## config.mk

```make
export PLATFORM = sky130hd
export DESIGN_NAME = rllt_alu
export DESIGN_NICKNAME = d
export VERILOG_FILES = /design/src/design/rllt_pkg.sv /design/src/design/rllt_alu.sv
export SDC_FILE = /design/constraint.sdc
export NUM_CORES = 1
export LEC_CHECK = 0
export BUFFER_PORTS_ARGS = -buffer_cell sky130_fd_sc_hd__buf_2
export CAP_MARGIN = 25
export CORE_MARGIN = 3
export CORE_UTILIZATION = 38
export DETAILED_ROUTE_END_ITERATION = 8
export GPL_TIMING_DRIVEN = 1
export PLACE_DENSITY = 0.69
export SETUP_SLACK_MARGIN = 0.15
export SYNTH_ARGS = -nofsm -noshare
export SYNTH_HDL_FRONTEND = slang
export SYNTH_SLANG_ARGS = --single-unit
```

## constraint.sdc

```tcl
create_clock -name vclk -period 4.28
set_input_delay 0.214 -clock vclk [all_inputs]
set_output_delay 0.214 -clock vclk [all_outputs]
set_load 0.03 [all_outputs]
```

## src/design/rllt_pkg.sv

```systemverilog
package rllt_pkg;

	localparam int MAX_RUNS   = 256;
	localparam int COUNT_BITS = 16;

	localparam int RUN_IDX_W = (MAX_RUNS > 1) ? $clog2(MAX_RUNS) : 1;
	localparam int RUN_CNT_W = $clog2(MAX_RUNS + 1);

	localparam int KIND_W   = 2;
	localparam int LINE_W   = 16;
	localparam int INDEX_W  = 16;
	localparam int STATUS_W = 2;
	localparam int RUNS_W   = 9;
	localparam int BYTES_W  = 16;
	localparam int CMP_W    = (COUNT_BITS > INDEX_W) ? COUNT_BITS : INDEX_W;

	localparam logic [COUNT_BITS-1:0] COUNT_MAX = {COUNT_BITS{1'b1}};

	localparam logic [KIND_W-1:0] KIND_APPEND = 2'd0;
	localparam logic [KIND_W-1:0] KIND_LOOKUP = 2'd1;
	localparam logic [KIND_W-1:0] KIND_CLEAR  = 2'd2;

	localparam logic [STATUS_W-1:0] STATUS_OK        = 2'd0;
	localparam logic [STATUS_W-1:0] STATUS_FULL      = 2'd1;
	localparam logic [STATUS_W-1:0] STATUS_UNCOVERED = 2'd2;

	typedef enum logic [1:0] {
		S_IDLE,
		S_APPEND,
		S_WALK,
		S_REPORT
	} state_t;

	typedef struct packed {
		logic [KIND_W-1:0]  kind;
		logic [LINE_W-1:0]  line_number;
		logic [INDEX_W-1:0] byte_index;
	} cmd_t;

	typedef struct packed {
		logic [STATUS_W-1:0] status;
		logic [LINE_W-1:0]   found_line;
		logic [RUNS_W-1:0]   runs_used;
		logic [BYTES_W-1:0]  bytes_recorded;
	} result_t;

	typedef struct packed {
		logic [LINE_W-1:0]     line;
		logic [COUNT_BITS-1:0] len;
	} run_entry_t;

	typedef struct packed {
		logic                 we;
		logic [RUN_IDX_W-1:0] waddr;
		run_entry_t           wdata;
		logic [RUN_IDX_W-1:0] raddr;
	} mem_req_t;

endpackage

```

## src/design/rllt_alu.sv

```systemverilog
module rllt_alu
	import rllt_pkg::*;
(
	input  logic [COUNT_BITS-1:0] a,
	input  logic [COUNT_BITS-1:0] b,
	input  logic [INDEX_W-1:0]    idx,
	output logic [COUNT_BITS-1:0] sum,
	output logic                  hit
);

	// add, then check whether the index falls below the running sum
	assign sum = a + b;
	assign hit = CMP_W'(idx) < CMP_W'(sum);

endmodule
```

== Yosys cells after proc, flatten, opt, wreduce, memory -nomap -nowiden ==
Cells that the tools add are included.

* $lt $le $gt $ge: 1
* Add/sub/neg operators: 1

{| class="wikitable"
|+ Operators by type and width
! cell !! count
|-
| $add A16 B16 Y16 || 1
|-
| $lt A16 B16 Y1 || 1
|}

* Register bits after elaboration: 0

== Logic depth before layout (Yosys ltp) ==
* Word-level depth: 2
* Gate-level depth with buffers: 13

== Worst setup path before layout ==
OpenSTA, ideal clock, no wires.

* Path kind: input -> output
* From: in a[3]
* To: out hit
* Data required time: 4066 ps
* Cell stages on the path: 12
* Data arrival time: 2859 ps
* Path buffers: 0
* Slack: 1207 ps
* Cell sequence: ha_1 -> a21o_1 -> a21oi_4 -> a21boi_2 -> or4_4 -> nand3_1 -> ha_1 -> a21o_1 -> a21o_1 -> a21oi_1 -> o21ai_0 -> a21oi_1

* Word-level cells in the longest chain between the ends: 2

{| class="wikitable"
|+ Ends and longest elaborated chain
! what !! RTL line !! source
|-
| start: declaration || rllt_alu.sv:4 || <nowiki>input logic [COUNT_BITS-1:0] a,</nowiki>
|-
| $add A16 B16 Y16 || rllt_alu.sv:12 || <nowiki>assign sum = a + b;</nowiki>
|-
| $lt A16 B16 Y1 || rllt_alu.sv:13 || <nowiki>assign hit = CMP_W'(idx) < CMP_W'(sum);</nowiki>
|-
| end: declaration || rllt_alu.sv:8 || <nowiki>output logic hit</nowiki>
|}

Every way passes these cells.

== Worst setup path in the final report ==
* From: in a[0]
* To: out hit

The elaborated chain is that of the path after synthesis.

==> reports/qor.log <==
qor: run_status.outcome complete, no violations
qor: die.die_x 63.30 microns
qor: min_path.min_delay_worst_endpoint sum[0]
qor: drt.viasPerCell 5.335
qor: die.core-area 3103 sq um
qor: power.pwr_density_cell 219.9 nW/um^2
qor: global_routing.grt_util_all_layers 0.1653
qor: layout.layout.area.seq 0 sq um
qor: sta.setup_total_negative_slack 0 ns
qor: global_routing.grt_pass1_wl 5609 microns
qor: setup_path.data_required_critical_path 4.07 ns
qor: yosys.yosys_warnings 0
qor: drt.route.vias.total 1435
qor: placement.port_buffers 65
qor: drt.post_drt_wl_per_cell 12.60 microns
qor: sta.report.final.setup_viol 0
qor: global_routing.grt_overflow 0
qor: placement.gpl.final_weighted_congestion 0.8798
qor: sta.timing.max_slew.rel_slack 0.6809
qor: die.rows 20
qor: min_path.worstHoldPathCells 3
qor: clocking.post_cts_resize_count 0
qor: yosys.syn-cell-area 1247 sq um
qor: sta.rsz0062_at_grt false
qor: min_path.hp-start b[0]
qor: drt.detailedRoute.firstPassIterationCount 4
qor: sta.min_period_over_period 0.7728
qor: sta.timing_hold_violations_final 0
qor: setup_path.criticalPathCategory input port to primary output
qor: die.start_util 0.4020
qor: setup_path.cp.arrival 3.09 ns
qor: layout.numSequentialCells 0
qor: die.io-pin-count 65
qor: clocking.postCtsSetupRepairBufs 0
qor: yosys.synthesis.nets 244
qor: layout.n_antenna_cell 0
qor: drt.drtIter0Drc 49
qor: die.floorplan.die_area 4006 sq um
qor: layout.nNetsFinal 306
qor: global_routing.grt_max_degree 11
qor: yosys.synthesized_netlist_cell_count 165
qor: die.die_h 63.30 microns
qor: yosys.syn_area_per_cell 7.560 sq um
qor: clocking.cts-hold-fix-buffers 0
qor: sta.fin_hold_ws 0.8337 ns
qor: min_path.hold_path.class input port to primary output
qor: sta.final.min_clock_period 3.308 ns
qor: sta.finalMaxSlewViolations 0
qor: run.drv_cap 0
qor: yosys.synth_seq_area_share 0
qor: setup_path.crit_fanout 4
qor: placement.hpwlAfterDp 2961 microns
qor: power.vdd_drop_max 107.5 uV
qor: sta.clock.fmax 302.3 MHz
qor: setup_path.cp-startpoint a[0]
qor: setup_path.startpoint_type input port
qor: yosys.synth.distinct_cells 48
qor: global_routing.grt_pass1_vias 1299
qor: drt.antenna_left 0
qor: drt.drc 0
qor: setup_path.critical_path.endpoint_type primary output
qor: sta.tightestPinTransition 0.4765 ns
qor: layout.flow.area_growth_from_synthesis 28.69%
qor: drt.totalWireLength 3390 microns
qor: global_routing.number_of_antenna_violations_at_the_first_check_in_global_routing 0
qor: layout.clock_buffer_count 0
qor: layout.drive_gt1_frac 0.3333
qor: power.total_leakage_power 0.8705 nW
logic make-up after synthesis:
| group | Yosys count | synth area share |
|---|---|---|
| XOR/XNOR | 14 | 0.09830 |
| adder cells (fa/ha/maj) | 31 | 0.3170 |
| buffers and inverters | 16 | 0.05115 |
| multiplexers | 1 | 0.009026 |
| AO/OA/AOI/OAI | 58 | 0.3310 |
| AND/OR/NAND/NOR | 45 | 0.1936 |
final cells by class:
cell class	count	area, sq um
Fill cell	343	1498
Inverter	11	41.29
Multi-Input combinational cell	149	1184
Tap cell	44	55.05
Timing Repair Buffer	65	325.3
cells in the mapped netlist, types with 2 or more instances:
| master | number | area [sq um] |
|---|---|---|
| sky130_fd_sc_hd__buf_2 | 2 | 10.01 |
| sky130_fd_sc_hd__clkbuf_1 | 2 | 7.510 |
| sky130_fd_sc_hd__o211ai_1 | 4 | 30.03 |
| sky130_fd_sc_hd__nand2_1 | 8 | 30.03 |
| sky130_fd_sc_hd__xnor2_1 | 7 | 61.31 |
| sky130_fd_sc_hd__a21o_1 | 9 | 67.56 |
| sky130_fd_sc_hd__nand2b_1 | 2 | 12.51 |
| sky130_fd_sc_hd__nor2_1 | 12 | 45.04 |
| sky130_fd_sc_hd__o21ai_1 | 5 | 25.02 |
| sky130_fd_sc_hd__o22ai_1 | 2 | 12.51 |
| sky130_fd_sc_hd__nand3_1 | 4 | 20.02 |
| sky130_fd_sc_hd__nand4_1 | 3 | 18.77 |
| sky130_fd_sc_hd__nor3_1 | 3 | 15.01 |
| sky130_fd_sc_hd__o21ai_0 | 4 | 20.02 |
| sky130_fd_sc_hd__xor2_1 | 7 | 61.31 |
| sky130_fd_sc_hd__ha_1 | 30 | 375.4 |
| sky130_fd_sc_hd__a21oi_1 | 18 | 90.09 |
| sky130_fd_sc_hd__inv_1 | 11 | 41.29 |
| sky130_fd_sc_hd__or3_1 | 3 | 18.77 |
critical path: stages:
cell                       delay (ns)
sky130_fd_sc_hd__buf_2           0.10
sky130_fd_sc_hd__ha_1            0.22
sky130_fd_sc_hd__fa_1            0.43
sky130_fd_sc_hd__a211oi_1        0.31
sky130_fd_sc_hd__o211ai_1        0.16
sky130_fd_sc_hd__o211ai_1        0.24
sky130_fd_sc_hd__or3_1           0.21
sky130_fd_sc_hd__o311ai_1        0.12
sky130_fd_sc_hd__ha_1            0.20
sky130_fd_sc_hd__a21o_1          0.17
sky130_fd_sc_hd__a21o_1          0.16
sky130_fd_sc_hd__a21oi_1         0.13
sky130_fd_sc_hd__o21ai_0         0.09
sky130_fd_sc_hd__a21oi_1         0.12
sky130_fd_sc_hd__buf_2           0.21
layout by cell type, fill, tap and decap left out, drive strengths merged, types with 4 or more instances in the layout:
cell / n
buf: 65
ha: 30
a21oi: 19
nor2: 12
inv: 11
a21o: 9
o21ai: 9
nand2: 8
xor2: 7
xnor2: 7
o211ai: 4
nand3: 4
nor3: 4
through the flow:
step | instances | instance area (sq um) | worst slack, ns | util | power (mW)
floorplan | 165 | 1247 | 1.207 | - | 0.2600
global placement | 269 | 1605 | 0.9935 | 0.5173 | 0.3519
CTS | 269 | 1605 | 0.9790 | 0.5173 | 0.3552
detailed placement | 269 | 1605 | 1.009 | 0.5173 | 0.3533
global route | 269 | 1605 | 0.6865 | 0.5173 | 0.3944
finish | 269 | 1605 | 0.9724 | 0.5173 | 0.3530
per-layer routing:
| metal | vias to the layer above | GRT usage | share of wire |
|---|---|---|---|
| li1 | 746 | - | - |
| met1 | 629 | 0.2150 | 0.42 |
| met2 | 56 | 0.3083 | 0.50 |
| met3 | 4 | 0.01070 | 0.068 |
| met4 | 0 | 0.01348 | 0.0080 |
| met5 | - | 0 | 0 |
power by group:
| group | switching (mW) | internal (mW) | total [mW] |
|---|---|---|---|
| Sequential | 0 | 0 | 0 |
| Clock | 0 | 0 | 0 |
| Combinational | 0.214 | 0.139 | 0.353 |
| Total | 0.214 | 0.139 | 0.353 |
how the worst max path moves through the flow:
| stage | end | depth (start not counted) |
|---|---|---|
| global route | hit | 15 |
| detailed placement | hit | 15 |
| CTS | hit | 15 |
| finish | hit | 15 |
| floorplan | hit | 12 |
| global placement | hit | 15 |
No activity file was read; power rests on OpenSTA's default activity.
